`config.mk`:
```
export PLATFORM = sky130hd
export DESIGN_NAME = nkd_cfg
export DESIGN_NICKNAME = d
export VERILOG_FILES = /design/src/rtl/assert_macros.svh /design/src/rtl/nkd_pkg.sv /design/src/rtl/nkd_cfg.sv
export SDC_FILE = /design/constraint.sdc
export NUM_CORES = 1
export LEC_CHECK = 0
export BUFFER_PORTS_ARGS = -buffer_cell sky130_fd_sc_hd__buf_2
export CELL_PAD_IN_SITES_DETAIL_PLACEMENT = 0
export CELL_PAD_IN_SITES_GLOBAL_PLACEMENT = 2
export CORE_MARGIN = 2
export CORE_UTILIZATION = 28
export CTS_CLUSTER_DIAMETER = 150
export DETAILED_ROUTE_END_ITERATION = 12
export PLACE_DENSITY = 0.74
export SKIP_LAST_GASP = 1
export SYNTH_ARGS = -nofsm -noshare
export SYNTH_HDL_FRONTEND = slang
export SYNTH_SLANG_ARGS = --single-unit
```
`constraint.sdc`:
```
create_clock -name clk -period 1.1 [get_ports clk]
set_clock_uncertainty 0.1 [all_clocks]
set_input_delay 0.22 -clock clk [delete_from_list [all_inputs] [get_ports clk]]
set_output_delay 0.22 -clock clk [all_outputs]
set_load 0.005 [all_outputs]
```
`src/rtl/assert_macros.svh`:
```
// Assertion macros shared by the loop detector RTL.
// Each macro assumes the enclosing module has clk and active-low rst_n.
`ifndef ASSERT_MACROS_SVH
`define ASSERT_MACROS_SVH

// A condition that must hold at every clock edge outside reset.
`define NKD_ASSERT(lbl, cond, msg) \
    lbl: assert property (@(posedge clk) disable iff (!rst_n) (cond)) else $error(msg);

// A consequent that must hold in the same cycle as the antecedent.
`define NKD_ASSERT_IMPL(lbl, ante, cons, msg) \
    lbl: assert property (@(posedge clk) disable iff (!rst_n) (ante) |-> (cons)) \
        else $error(msg);

// A consequent that must hold in the cycle after the antecedent.
`define NKD_ASSERT_NEXT(lbl, ante, cons, msg) \
    lbl: assert property (@(posedge clk) disable iff (!rst_n) (ante) |=> (cons)) \
        else $error(msg);

`endif

```
`src/rtl/nkd_pkg.sv`:
```
// Types and constants for the nearest key frame loop detector.
// Used by the configuration, controller, datapath and top-level files.
`timescale 1ns / 1ps

package nkd_pkg;

    localparam int RETRY_STEP_W = 16;
    localparam int MIN_GAP_W    = 13;
    localparam int AREA_W       = 32;
    localparam int EDGE_W       = 13;
    localparam int CFG_IDX_W    = 2;
    localparam int CFG_DATA_W   = 32;
    localparam int IDX_OUT_W    = 12;
    localparam int DIST_OUT_W   = 34;
    localparam int SKIP_W       = 32;
    localparam int BEST_W       = 28;
    localparam int TARGET_SHIFT = 9;

    // Starting best distance: one million metres in 1/256 m units.
    localparam logic [BEST_W-1:0] START_MIN_DIST = 28'd256000000;

    localparam logic [RETRY_STEP_W-1:0] RETRY_STEP_RST   = 16'd5;
    localparam logic [MIN_GAP_W-1:0]    MIN_GAP_RST      = 13'd100;
    localparam logic [AREA_W-1:0]       MATCH_RADIUS_RST = 32'd2560;
    localparam logic [EDGE_W-1:0]       EDGE_MARGIN_RST  = 13'd5;

    typedef enum logic [CFG_IDX_W-1:0] {
        CFG_RETRY_STEP   = 2'd0,
        CFG_MIN_GAP      = 2'd1,
        CFG_MATCH_RADIUS = 2'd2,
        CFG_EDGE_MARGIN  = 2'd3
    } nkd_cfg_idx_t;

    typedef struct packed {
        logic [RETRY_STEP_W-1:0] retry_step;
        logic [MIN_GAP_W-1:0]    min_gap_frames;
        logic [AREA_W-1:0]       match_radius;
        logic [EDGE_W-1:0]       edge_margin;
    } nkd_cfg_t;

    typedef enum logic [2:0] {
        ST_IDLE,
        ST_CHECK,
        ST_SCAN,
        ST_DRAIN,
        ST_DECIDE
    } nkd_state_t;

    typedef struct packed {
        logic accept;
        logic issue;
        logic decide;
    } nkd_cmd_t;

    typedef struct packed {
        logic search_ok;
        logic in_range;
        logic pipe_empty;
    } nkd_status_t;

endpackage

```
`src/rtl/nkd_cfg.sv`:
```
// Configuration register file of the loop detector.
// Depends on nkd_pkg for register indexes, reset values and the config struct.
`timescale 1ns / 1ps

module nkd_cfg (
    input  logic                            clk,
    input  logic                            rst_n,
    input  logic                            cfg_valid,
    output logic                            cfg_ready,
    input  logic [nkd_pkg::CFG_IDX_W-1:0]   cfg_index,
    input  logic [nkd_pkg::CFG_DATA_W-1:0]  cfg_data,
    output nkd_pkg::nkd_cfg_t               cfg
);
    import nkd_pkg::*;

    nkd_cfg_t cfg_reg;
    nkd_cfg_t cfg_next;

    always_comb
    begin
        cfg_next = cfg_reg;
        if (cfg_valid)
        begin
            unique case (nkd_cfg_idx_t'(cfg_index))
                CFG_RETRY_STEP:   cfg_next.retry_step     = cfg_data[RETRY_STEP_W-1:0];
                CFG_MIN_GAP:      cfg_next.min_gap_frames = cfg_data[MIN_GAP_W-1:0];
                CFG_MATCH_RADIUS: cfg_next.match_radius   = cfg_data[AREA_W-1:0];
                CFG_EDGE_MARGIN:  cfg_next.edge_margin    = cfg_data[EDGE_W-1:0];
            endcase
        end
    end

    always_ff @(posedge clk or negedge rst_n)
    begin
        if (!rst_n)
        begin
            cfg_reg.retry_step     <= RETRY_STEP_RST;
            cfg_reg.min_gap_frames <= MIN_GAP_RST;
            cfg_reg.match_radius   <= MATCH_RADIUS_RST;
            cfg_reg.edge_margin    <= EDGE_MARGIN_RST;
        end
        else
        begin
            cfg_reg <= cfg_next;
        end
    end

    assign cfg_ready = 1'b1;
    assign cfg       = cfg_reg;

endmodule

```
==> impl_metrics.json <==
{
  "synth_nets": 197,
  "regToRegSetupSlack_ns": -0.01,
  "yosysSeqAreaShare": 0.663,
  "rr_endpoint": "cfg[73]$_DFFE_PN0P_",
  "hp-start": "cfg_data[29]",
  "path_class": "register to output pin",
  "vias": 1843,
  "timing.final.hold_violations": 0,
  "fp-row-count": 36,
  "slew_viol_final": 0,
  "finalPower_w": 0.00742,
  "outcome": "complete, but fails checks",
  "final_cell_mix": "buf_2 (103), mux2_2 (66), dfrtp_1 (65)",
  "firstDrtPassIters": 3,
  "timing.final.crit_share": 1.18,
  "clockBufferDepth": 2,
  "worstPathArrival_ns": 0.98,
  "gr-total-overflow": 0,
  "hold_depth": 2,
  "worst-path-buf-inv": 1,
  "area_growth_pct": 44.7,
  "wirelength_mm": 6.03,
  "gp_congestion": 0.683,
  "drive_gt1_frac": 0.756,
  "layout.cells.most_common": "buf_2",
  "clkTransAtPathRegs_ns": 0.08,
  "hpwl_mm": 4.31,
  "clk_latency_ns": 0.32,
  "rr_startpoint": "cfg[73]$_DFFE_PN0P_",
  "die_area_um2": 10900,
  "rr_worst_depth": 3,
  "p_per_area_nw_per_um2": 1820,
  "rsz0062_at_grt": "true",
  "yosysWarnings": 0,
  "antenna_cells": 0,
  "cp_top_family": "flip-flops",
  "grt_max_degree": 39,
  "cts.sink_count": 74,
  "regArea_um2": 1860,
  "ys_types": 11,
  "numCtsBuffers": 9,
  "setup_slack_ns": -0.195,
  "worstSetupStartpointType": "register",
  "wl_per_cell_um": 13.7,
  "finalCriticalPeriod_ns": 1.30,
  "core_um2": 9770,
  "maxCapViolations": 0,
  "drc_errors": 0,
  "ioPinCount": 112,
  "drtAntennaViolNets": 0,
  "cts_tree": "built",
  "end_kind": "output pin",
  "start_util": 0.288,
  "leakage_nw": 1.96,
  "avgSynthCellArea_um2": 17.6,
  "netlist_area_um2": 2810,
  "drt_iter0_markers": 20,
  "timing.critical_path.fanout_max": 2,
  "htree_levels": 3,
  "nNetsFinal": 340,
  "largest_register_ffs": 74,
  "ir_drop_mv": 0.912,
  "hold_path_end": "cfg[42]$_DFFE_PN0P_",
  "grt_pass1_vias": 1995,
  "num-fill-cells": 973,
  "fmax_mhz": 772,
  "cp.required_ns": 0.78,
  "grt.total_usage": 0.118,
  "grt_pass1_wl_mm": 9.98,
  "finalSetupViolCount": 76,
  "antenna_found_initial": 0,
  "die_y_um": 104,
  "violations": "setup timing",
  "synth_seq_cells": 74,
  "drt-vias-per-instance": 4.18,
  "cp_slowest_cell": "dfstp_2",
  "port-buffer-count": 110,
  "cts-root-buf": "clkbuf_8",
  "finish.utilization": 0.416,
  "multiInputGateArea_um2": 918,
  "die_x_um": 104,
  "syn_inst": 160,
  "cp_cell_sequence": "buf_6",
  "cpPeakStageDelay_ns": 0.55,
  "min_path_type": "primary input to register"
}
==> synth_stat cells (all sizes together) <==
library cell | n | area (um2)
mux2 | 74 | 833
conb | 1 | 3.75
nand3 | 1 | 5.00
dfstp | 9 | 236
nand3b | 2 | 18.8
dfrtp | 65 | 1630
buf | 7 | 67.6
nor3b | 1 | 18.8
==> cell families (layout without fill, tap and decap cells) <==
logic type    count (synthesis)  count (layout)  synth area share
buf+inv                       7             155            0.0240
other cells                   1               1           0.00133
flops                        74              74             0.663
mux                          74              74             0.297
simple gates                  4               4            0.0151
==> power breakdown <==
part,leakage [nW],internal (W),switching [W]
sequential,0.864,0.00328,0.000246
clock,0.109,0.00133,0.000952
combinational,0.983,0.00104,0.000570
==> per-layer routing <==
metal  part of all wire  global-route usage  vias to the layer above
met1               0.45               0.150                      921
met4              0.010              0.0405                        0
met3              0.076              0.0482                        6
li1                   -                   -                      848
met2               0.46               0.180                       68
met5                  0                   0                        -
==> worst max path at each step <==
stage	startpoint	end	slack, ns	depth (start not counted)
6_report	cfg[24]$_DFFE_PN1P_	cfg[24]	-0.20	1
5_1_grt	cfg[24]$_DFFE_PN1P_	cfg[24]	-0.23	1
4_1_cts	cfg[47]$_DFFE_PN1P_	cfg[47]	-0.21	1
3_5_place_dp	cfg_valid	cfg[69]$_DFFE_PN0P_	-0.29	4
3_3_place_gp	cfg_index[0]	cfg[68]$_DFFE_PN0P_	-0.24	4
2_1_floorplan	cfg_index[0]	cfg[59]$_DFFE_PN0P_	-0.17	3
==> layout make-up <==
| type | instances | area share |
|---|---|---|
| clock inverters | 5 | 0.0191 |
| well taps | 133 | 0.0409 |
| flip-flops and latches | 74 | 0.458 |
| multi-input cells | 79 | 0.226 |
| clock buffers | 11 | 0.0348 |
| repair buffers | 139 | 0.221 |
==> per-stage QoR <==
stage	instance area (um2)	setup TNS [ns]	instances	hold WS, ns	worst slack (ns)
final	4070	-5.14	441	0.0162	-0.195
after global routing	4070	-8.67	441	0.00285	-0.231
after CTS	4020	-6.90	436	0.000696	-0.210
after detailed placement	3640	-14.90	404	0.114	-0.291
after global placement	3640	-13.18	404	0.114	-0.241
after floorplan	2860	-1.95	160	-0.176	-0.168
==> repair_timing <==
item / in CTS / in global routing
hold buffers: 6 / 0
resized for setup: 4 / 2
endpoints found under the setup margin: 74 / 74
buffers inserted: 10 / 5
pin swaps: 0 / 0
hold endpoints to repair: 79 / 0
(Power assumes the default switching activity.)
