`src/rtl/assert_macros.svh`:
```
// Assertion macros shared by the loop detector RTL.
// Each macro assumes the enclosing module has clk and active-low rst_n.
`ifndef ASSERT_MACROS_SVH
`define ASSERT_MACROS_SVH

// A condition that must hold at every clock edge outside reset.
`define NKD_ASSERT(lbl, cond, msg) \
    lbl: assert property (@(posedge clk) disable iff (!rst_n) (cond)) else $error(msg);

// A consequent that must hold in the same cycle as the antecedent.
`define NKD_ASSERT_IMPL(lbl, ante, cons, msg) \
    lbl: assert property (@(posedge clk) disable iff (!rst_n) (ante) |-> (cons)) \
        else $error(msg);

// A consequent that must hold in the cycle after the antecedent.
`define NKD_ASSERT_NEXT(lbl, ante, cons, msg) \
    lbl: assert property (@(posedge clk) disable iff (!rst_n) (ante) |=> (cons)) \
        else $error(msg);

`endif

```
`src/rtl/nkd_pkg.sv`:
```
// Types and constants for the nearest key frame loop detector.
// Used by the configuration, controller, datapath and top-level files.
`timescale 1ns / 1ps

package nkd_pkg;

    localparam int RETRY_STEP_W = 16;
    localparam int MIN_GAP_W    = 13;
    localparam int AREA_W       = 32;
    localparam int EDGE_W       = 13;
    localparam int CFG_IDX_W    = 2;
    localparam int CFG_DATA_W   = 32;
    localparam int IDX_OUT_W    = 12;
    localparam int DIST_OUT_W   = 34;
    localparam int SKIP_W       = 32;
    localparam int BEST_W       = 28;
    localparam int TARGET_SHIFT = 9;

    // Starting best distance: one million metres in 1/256 m units.
    localparam logic [BEST_W-1:0] START_MIN_DIST = 28'd256000000;

    localparam logic [RETRY_STEP_W-1:0] RETRY_STEP_RST   = 16'd5;
    localparam logic [MIN_GAP_W-1:0]    MIN_GAP_RST      = 13'd100;
    localparam logic [AREA_W-1:0]       MATCH_RADIUS_RST = 32'd2560;
    localparam logic [EDGE_W-1:0]       EDGE_MARGIN_RST  = 13'd5;

    typedef enum logic [CFG_IDX_W-1:0] {
        CFG_RETRY_STEP   = 2'd0,
        CFG_MIN_GAP      = 2'd1,
        CFG_MATCH_RADIUS = 2'd2,
        CFG_EDGE_MARGIN  = 2'd3
    } nkd_cfg_idx_t;

    typedef struct packed {
        logic [RETRY_STEP_W-1:0] retry_step;
        logic [MIN_GAP_W-1:0]    min_gap_frames;
        logic [AREA_W-1:0]       match_radius;
        logic [EDGE_W-1:0]       edge_margin;
    } nkd_cfg_t;

    typedef enum logic [2:0] {
        ST_IDLE,
        ST_CHECK,
        ST_SCAN,
        ST_DRAIN,
        ST_DECIDE
    } nkd_state_t;

    typedef struct packed {
        logic accept;
        logic issue;
        logic decide;
    } nkd_cmd_t;

    typedef struct packed {
        logic search_ok;
        logic in_range;
        logic pipe_empty;
    } nkd_status_t;

endpackage

```
`src/rtl/nkd_ctrl.sv`:
```
// Controller state machine of the loop detector.
// Depends on nkd_pkg for the state, command and status types.
`timescale 1ns / 1ps
`include "assert_macros.svh"

module nkd_ctrl (
    input  logic                 clk,
    input  logic                 rst_n,
    input  logic                 start,
    output logic                 busy,
    input  nkd_pkg::nkd_status_t status,
    output nkd_pkg::nkd_cmd_t    cmd
);
    import nkd_pkg::*;

    nkd_state_t state_reg;
    nkd_state_t state_next;

    always_comb
    begin
        state_next = state_reg;
        unique case (state_reg)
            ST_IDLE:
            begin
                if (start)
                begin
                    state_next = ST_CHECK;
                end
            end
            ST_CHECK:
            begin
                state_next = status.search_ok ? ST_SCAN : ST_DECIDE;
            end
            ST_SCAN:
            begin
                if (!status.in_range)
                begin
                    state_next = ST_DRAIN;
                end
            end
            ST_DRAIN:
            begin
                if (status.pipe_empty)
                begin
                    state_next = ST_DECIDE;
                end
            end
            ST_DECIDE:
            begin
                state_next = ST_IDLE;
            end
            default:
            begin
                state_next = ST_IDLE;
            end
        endcase
    end

    always_comb
    begin
        cmd  = '0;
        busy = 1'b1;
        unique case (state_reg)
            ST_IDLE:
            begin
                busy       = 1'b0;
                cmd.accept = start;
            end
            ST_CHECK:  cmd = '0;
            ST_SCAN:   cmd.issue  = 1'b1;
            ST_DRAIN:  cmd = '0;
            ST_DECIDE: cmd.decide = 1'b1;
            default:   cmd = '0;
        endcase
    end

    always_ff @(posedge clk or negedge rst_n)
    begin
        if (!rst_n)
        begin
            state_reg <= ST_IDLE;
        end
        else
        begin
            state_reg <= state_next;
        end
    end

    `NKD_ASSERT_NEXT(a_accept_to_check, state_reg == ST_IDLE && start, state_reg == ST_CHECK, "accepted word did not move to check")
    `NKD_ASSERT_IMPL(a_decide_after_drain, state_reg == ST_DECIDE, status.pipe_empty, "decision taken with distance pipeline busy")

endmodule

```
`config.mk`:
```
export PLATFORM = sky130hd
export DESIGN_NAME = nkd_ctrl
export DESIGN_NICKNAME = d
export VERILOG_FILES = /design/src/rtl/nkd_pkg.sv /design/src/rtl/nkd_ctrl.sv
export VERILOG_INCLUDE_DIRS = /design/src /design/src/rtl
export SDC_FILE = /design/constraint.sdc
export NUM_CORES = 1
export LEC_CHECK = 0
export ABC_AREA = 1
export BUFFER_PORTS_ARGS = -buffer_cell sky130_fd_sc_hd__buf_2
export CAP_MARGIN = 15
export CORE_AREA = 2 2 39 41
export DETAILED_ROUTE_END_ITERATION = 7
export DIE_AREA = 0 0 41 43
export MAX_ROUTING_LAYER = met4
export PLACE_DENSITY_LB_ADDON = 0.25
export SYNTH_ARGS = -nofsm -noshare
export SYNTH_HDL_FRONTEND = slang
export SYNTH_SLANG_ARGS = --single-unit
```
`constraint.sdc`:
```
create_clock -name clk -period 1.1 [get_ports clk]
set_input_delay 0.165 -clock clk [delete_from_list [all_inputs] [get_ports clk]]
set_output_delay 0.165 -clock clk [all_outputs]
set_load 0.01 [all_outputs]
```
==> results by group, run 1 <==
Cells and area
  • Nets: 58
  • Fillers: 154
  • Post-route cell area: 378 um^2
  • Largest register FFs: 3
  • Layout cells sized above 1: 0.529
  • Area Growth Syn to Fin: 85.3%
  • Diodes inserted: 0

Synthesis
  • Commonest cells post-synth: 8 x nand2_1, 6 x inv_1, 4 x nor2_1, 3 x dfrtp_1
  • Post-synth top area share: 0.368
  • Asr flop ratio synth: 1.00
  • Cell count after synthesis: 30
  • Top-count cell post-synth: nand2_1
  • Mapped Nets: 36
  • Flops & latches, synth: 3
  • Area leader, netlist: dfrtp_1
  • Synth cell types: 10
  • Post-Syn Area per Cell: 6.80 um^2
  • Post-synthesis sequential area ratio: 0.368
  • Area contributors post-synth: dfrtp_1 37%, nand2_1 15%, inv_1 11%
  • Top FF cell, synth: dfrtp_1
  • Post-synth EDFFs: 0
  • Synth warn: 0
  • Post-Syn Area: 204 um^2

Detailed routing
  • Via Count: 239
  • Residual DRC: 0
  • Post-Route WL: 533 um
  • DRT iter0 DRCs: 4
  • Detailed Routing Iterations Pass 1: 3
  • Final ANT Viol Nets: 0
  • Vias per std cell: 3.57
  • Mean routed wirelength per cell: 7.96 um

Placed design
  • Dpl ws: 29.6 ps
  • Port bufs: 9
  • Placed wire-length estimate: 405 um
  • Post-DP Area: 292 um^2
  • GP Congestion: 0.799

Timing
  • Relative slew slack: 0.898
  • Final period util: 1.08
  • Setup Skew: 0.526 ps
  • Max-slew violations: 0
  • Worst setup margin: -91.3 ps
  • Final min period: 1190 ps
  • Setup violators final: 4
  • Unrepaired setup endpoints after global routing: yes
  • FMAX: 0.839 GHz
  • Slew of the pin with the lowest slew margin: 153 ps
  • Final hold viol count: 0

Floorplan
  • Row cnt: 14
  • Die Y: 43 um
  • I/O pins: 10
  • Die X: 41 um
  • Starting Density: 0.147
  • Core Area: 1380 um^2
  • Overall die area: 1760 um^2

Power and ir drop
  • Internal power: 0.610 mW
  • Pwr/cell area: 2700 nW/um^2
  • Sequential Power Share: 0.205
  • Maximum vdd ir drop: 0.970 mV
  • Leakage: 0.228 nW
  • Sw Share: 0.402
  • Net Sw Power: 0.411 mW
  • Combinational Power Share: 0.607
  • Clock Power Share: 0.188

Clocking
  • CTS clk-pin slew, worst paths: 40 ps
  • Maximum clock path buffer count: 2
  • Worst-skew pair later-pin latency: 230 ps
  • TritonCTS Buffers: 3
  • Sinks on Clock Net: 3
  • H-Tree Depth: 1
  • CTS tree: yes
  • CTS root buffer: clkbuf_4

Min path
  • Hold WC Path Type: input pin to register
  • WHS Path Cells: 4

Setup path
  • Kind of critical path: register to output pin
  • CP max FO: 3
  • Cell count of the worst reg-to-reg path: 6
  • CP Capture Type: output pin
  • Worst path cell trace: nor2_4, nand2_2, nor2_1, buf_2
  • Crit start category: register
  • Slowest cell on crit path: dfrtp_1
  • CP required: 940 ps
  • Max incr delay on CP: 400 ps
  • Worst EP arrival: 1030 ps

Job
  • Max-cap violation count: 0

Global route
  • First-pass GRT wire length: 793 um
  • Largest net degree at the start of global routing: 5
  • Grt total ovfl: 0
  • Initial antenna violation count: 0
  • Vias in the first global route: 212
  • Tot GR Track Use: 0.0721

Status
  • Violated checks: setup timing
  • Status: complete, but fails checks
[power by group through the flow]
stage          combinational [mW]  sequential, mW  clock, mW
2_1_floorplan               0.266           0.210          0
3_3_place_gp                0.462           0.208          0
3_5_place_dp                0.462           0.206          0
4_1_cts                     0.573           0.207      0.204
5_1_grt                     0.694           0.211      0.212
6_report                    0.620           0.209      0.191
[worst max-delay path, delay by kind of cell, from the launching register on]
family / cells / cell delay, ps
buffers and inverters: 1 / 130
flip-flops: 1 / 400
AND/OR/NAND/NOR: 3 / 270
[layer usage]
| metal | up-vias | wire length [um] | GRT usage |
|---|---|---|---|
| met3 | 2 | 35 | 0.0157 |
| li1 | 134 | - | - |
| met1 | 96 | 244 | 0.0871 |
| met2 | 7 | 246 | 0.0875 |
| met4 | 0 | 6 | 0.0800 |
| met5 | - | 0 | - |
[placed cells by master, fill, tap and decap left out]
master,n
nand2_1,5
buf_2,9
a31oi_1,1
nor2_2,1
a21oi_1,1
nor2_4,1
inv_1,5
buf_4,7
a21o_1,1
nand3_2,1
nand2_2,3
clkbuf_4,3
clkbuf_1,1
dlygate4sd3_1,1
inv_2,1
nor2_1,4
nand3_4,1
nand3_1,2
dfrtp_1,3
[worst paths after layout]
check,slack [ps],from,to
setup / recovery,-90,state_reg[0]$_DFFE_PN0P_,cmd[2]
hold / removal,250,status[0],state_reg[0]$_DFFE_PN0P_
setup reg to reg,10,state_reg[0]$_DFFE_PN0P_,state_reg[2]$_DFFE_PN0P_
hold reg to reg,690,state_reg[1]$_DFFE_PN0P_,state_reg[1]$_DFFE_PN0P_
max in group asynchronous,740,rst_n,state_reg[0]$_DFFE_PN0P_
min in group asynchronous,260,rst_n,state_reg[1]$_DFFE_PN0P_
[repair_timing]
action	4_1_cts	5_1_grt
resized for setup	3	3
hold buffers	1	0
pin swaps	1	0
setup endpoints to repair	4	7
setup buffers	3	1
endpoints found under the hold margin	3	0
[through the flow]
step	hold slack, ps	TNS (ps)	utilization	total power, mW	instances
CTS	253	-324	0.259	0.983	66
global route	251	-510	0.273	1.12	67
detailed placement	-35.2	0	0.211	0.667	58
finish	253	-266	0.273	1.02	67
global placement	-35.5	0	0.211	0.670	58
floorplan	-131	0	-	0.476	30
[kinds of logic (layout without fill, tap and decap cells)]
| family | count (synthesis) | in the layout | share of synthesized area |
|---|---|---|---|
| AOI/OAI and AO/OA | 3 | 3 | 0.0920 |
| DFF | 3 | 3 | 0.368 |
| buffers and inverters | 6 | 27 | 0.110 |
| and+or+nand+nor | 18 | 18 | 0.429 |
[final cells by class]
| class | instances | area [um^2] | share of cell area |
|---|---|---|---|
| flip-flops and latches | 3 | 75.1 | 0.199 |
| multi-input cells | 21 | 126 | 0.334 |
| clock buffers | 4 | 26.3 | 0.0695 |
| well taps | 16 | 20.0 | 0.0530 |
| repair buffers | 17 | 108 | 0.285 |
| inverters | 6 | 22.5 | 0.0596 |
No activity file was read; power rests on OpenSTA's default activity.
==> inputs of run 2 (changes only) <==
Settings changed: ABC_AREA 1 to not set, REMOVE_ABC_BUFFERS set to 1.
==> run 2 against run 1 <==
Register-to-register slack got worse by 20 ps. Non-clock buffer count down 3. The flow still finishes with violations (setup timing). First-iteration DRC count shrank 100%. Sequential power is 21% higher. Design area is 8.9% lower. Worst hold slack lost 41 ps. Fmax fell by 11%. Clock power rose by 3%. Synthesized cell count down 40%.
==> results by group, run 2 <==
Global route
  • Vias in the first global route: 211 (-0.47%)
  • Largest net degree at the start of global routing: 7 (+2)
  • First-pass GRT wire length: 897 um (+13%)
  • Tot GR Track Use: 0.0794 (+0.00729)
  • Initial antenna violation count: 0 (unchanged)
  • Grt total ovfl: 0 (unchanged)

Floorplan
  • Overall die area: 1760 um^2 (unchanged)
  • Core Area: 1380 um^2 (unchanged)
  • Row cnt: 14 (unchanged)
  • I/O pins: 10 (unchanged)
  • Die X: 41 um (unchanged)
  • Die Y: 43 um (unchanged)
  • Starting Density: 0.138 (-0.00904)

Timing
  • Final period util: 1.22 (+0.137)
  • Setup_tns: -756 ps (-491 ps)
  • Fin Hold WS: 211 ps (-41.5 ps)
  • FMAX: 0.745 GHz (-11%)
  • Unrepaired setup endpoints after global routing: yes
  • Setup violators final: 5 (+1)
  • Max-slew violations: 0 (unchanged)
  • Relative slew slack: 0.865 (-0.0336)
  • Final hold viol count: 0 (unchanged)
  • Final min period: 1340 ps (+151 ps)
  • Slew of the pin with the lowest slew margin: 202 ps (+49.5 ps)
  • Setup Skew: 5.63 ps (+5.10 ps)
  • Worst setup margin: -242 ps (-151 ps)

Synthesis
  • Flops & latches, synth: 3 (unchanged)
  • Commonest cells post-synth: 3 x dfrtp_1, 2 x a21oi_1, 2 x nand2b_1
  • Post-Syn Area per Cell: 10.6 um^2 (+56%)
  • Area contributors post-synth: dfrtp_1 39%, mux2_4 7.8%, nor4b_2 7.8%
  • Top FF cell, synth: dfrtp_1
  • Top-count cell post-synth: dfrtp_1
  • Area leader, netlist: dfrtp_1
  • Post-synth EDFFs: 0 (unchanged)
  • Cell count after synthesis: 18 (-40%)
  • Post-synth top area share: 0.392 (+0.0241)
  • Asr flop ratio synth: 1.00 (unchanged)
  • Post-Syn Area: 191 um^2 (-6.1%)
  • Post-synthesis sequential area ratio: 0.392 (+0.0241)
  • Synth cell types: 14 (+4)
  • Synth warn: 0 (unchanged)

Power and ir drop
  • Maximum vdd ir drop: 0.643 mV (-34%)
  • Pwr/cell area: 2640 nW/um^2 (-2.3%)
  • Total power: 0.907 mW (-11%)
  • Sw Share: 0.363 (-0.0391)
  • Leakage: 0.163 nW (-29%)
  • Clock Power Share: 0.217 (+0.029)
  • Net Sw Power: 0.330 mW (-20%)
  • Sequential Power Share: 0.279 (+0.074)
  • Internal power: 0.578 mW (-5.2%)
  • Combinational Power Share: 0.504 (-0.103)

Clocking
  • TritonCTS Buffers: 3 (unchanged)
  • Sinks on Clock Net: 3 (unchanged)
  • Worst-skew pair later-pin latency: 230 ps (about the same)
  • CTS tree: yes
  • CTS root buffer: clkbuf_4
  • H-Tree Depth: 1 (unchanged)
  • CTS clk-pin slew, worst paths: 40 ps (about the same)
  • Maximum clock path buffer count: 2 (unchanged)

Cells and area
  • Post-route cell area: 344 um^2 (-8.9%)
  • Commonest non-fill, non-tap cell in the layout: buf_2
  • Most frequent cells in the layout: 9 x buf_2, 3 x clkbuf_4, 3 x buf_4, 3 x dfrtp_2
  • Layout cells sized above 1: 0.686 (+0.156)
  • Area Growth Syn to Fin: 79.7%
  • Diodes inserted: 0 (unchanged)
  • Final Util: 0.249 (-0.0244)
  • Nets: 42 (-28%)
  • Non-Filler Instances: 51 (-24%)
  • Fillers: 153 (-0.65%)
  • Largest register FFs: 3 (unchanged)

Min path
  • WHS Path Cells: 3 (-1)
  • Hold Path Origin: status[0]
  • Hold WC Path Type: input pin to register

Detailed routing
  • Final ANT Viol Nets: 0 (unchanged)
  • Via Count: 195 (-18%)
  • Vias per std cell: 3.82 (+7.2%)
  • Detailed Routing Iterations Pass 1: 1 (-2)
  • DRT iter0 DRCs: 0 (-4)
  • Mean routed wirelength per cell: 10.9 um (+37%)
  • Residual DRC: 0 (unchanged)
  • Post-Route WL: 556 um (+4.3%)

Job
  • Max-cap violation count: 0 (unchanged)

Setup path
  • Flop2flop setup slack: -10 ps (-20 ps)
  • Worst setup path start: state_reg[0]$_DFFE_PN0P_
  • CP max FO: 5 (+2)
  • CP Capture Type: output pin
  • Worst EP arrival: 1180 ps (+150 ps)
  • R2R Path End: state_reg[0]$_DFFE_PN0P_
  • RR Startpoint: state_reg[0]$_DFFE_PN0P_
  • Cell count of the worst reg-to-reg path: 3 (-3)
  • CP required: 940 ps (about the same)
  • Critical path endpoint: busy
  • Kind of critical path: register to output pin
  • Crit start category: register

Placed design
  • Dpl ws: 1.31 ps (-28.3 ps)
  • GP Congestion: 0.716 (-10%)
  • Placed wire-length estimate: 383 um (-5.4%)
  • Post-DP Area: 260 um^2 (-11%)
  • Port bufs: 9 (unchanged)
  • Placed cells: 44 (-24%)

Status
  • Violated checks: setup timing
  • Status: complete, but fails checks
run 2: final cells by class:
cell class              count  area (um^2)  share of cell area
multi-input cells          14          130               0.378
clock buffers               4         26.3              0.0764
well taps                  16         20.0              0.0582
repair buffers             14         88.8               0.258
flip-flops and latches      3         78.8               0.229
run 2: kinds of logic (layout without fill, tap and decap cells):
| logic type | Yosys count | after routing | synth area share |
|---|---|---|---|
| AOI/OAI and AO/OA | 4 | 4 | 0.144 |
| buffers and inverters | 1 | 18 | 0.0588 |
| DFF | 3 | 3 | 0.392 |
| muxes | 1 | 1 | 0.0784 |
| and+or+nand+nor | 9 | 9 | 0.327 |
run 2: per-layer routing:
layer  global-route usage  routed length (um)  up-vias
li1                     -                   -       96
met1                0.117                 277       88
met2               0.0906                 229       11
met3               0.0471                  49        0
met4               0.0200                   0        0
met5                    -                   0        -
run 2: worst min path at each step:
stage,to,slack [ps]
after floorplan,state_reg[0]$_DFFE_PN0P_,-130
after CTS,state_reg[2]$_DFFE_PN0P_,200
final,state_reg[2]$_DFFE_PN0P_,210
after detailed placement,state_reg[1]$_DFFE_PN0P_,-40
after global routing,state_reg[1]$_DFFE_PN0P_,230
after global placement,state_reg[2]$_DFFE_PN0P_,-30
run 2: power groups by stage:
stage | logic, mW | clock network, mW | registers [mW]
floorplan | 0.188 | 0 | 0.222
global placement | 0.344 | 0 | 0.218
detailed placement | 0.343 | 0 | 0.225
CTS | 0.412 | 0.207 | 0.228
global route | 0.502 | 0.221 | 0.261
finish | 0.458 | 0.197 | 0.253
run 2: repair_timing:
| item | CTS | global route |
|---|---|---|
| hold buffers | 1 | 0 |
| pin swaps | 2 | 1 |
| resized for setup | 3 | 5 |
| hold endpoints to repair | 3 | 0 |
| endpoints found under the setup margin | 5 | 5 |
| buffers inserted | 2 | 0 |
run 2: worst max-delay path, cell delays in order (launching register included):
cell,delay [ps]
dfrtp_2,440
or3_1,370
buf_2,140
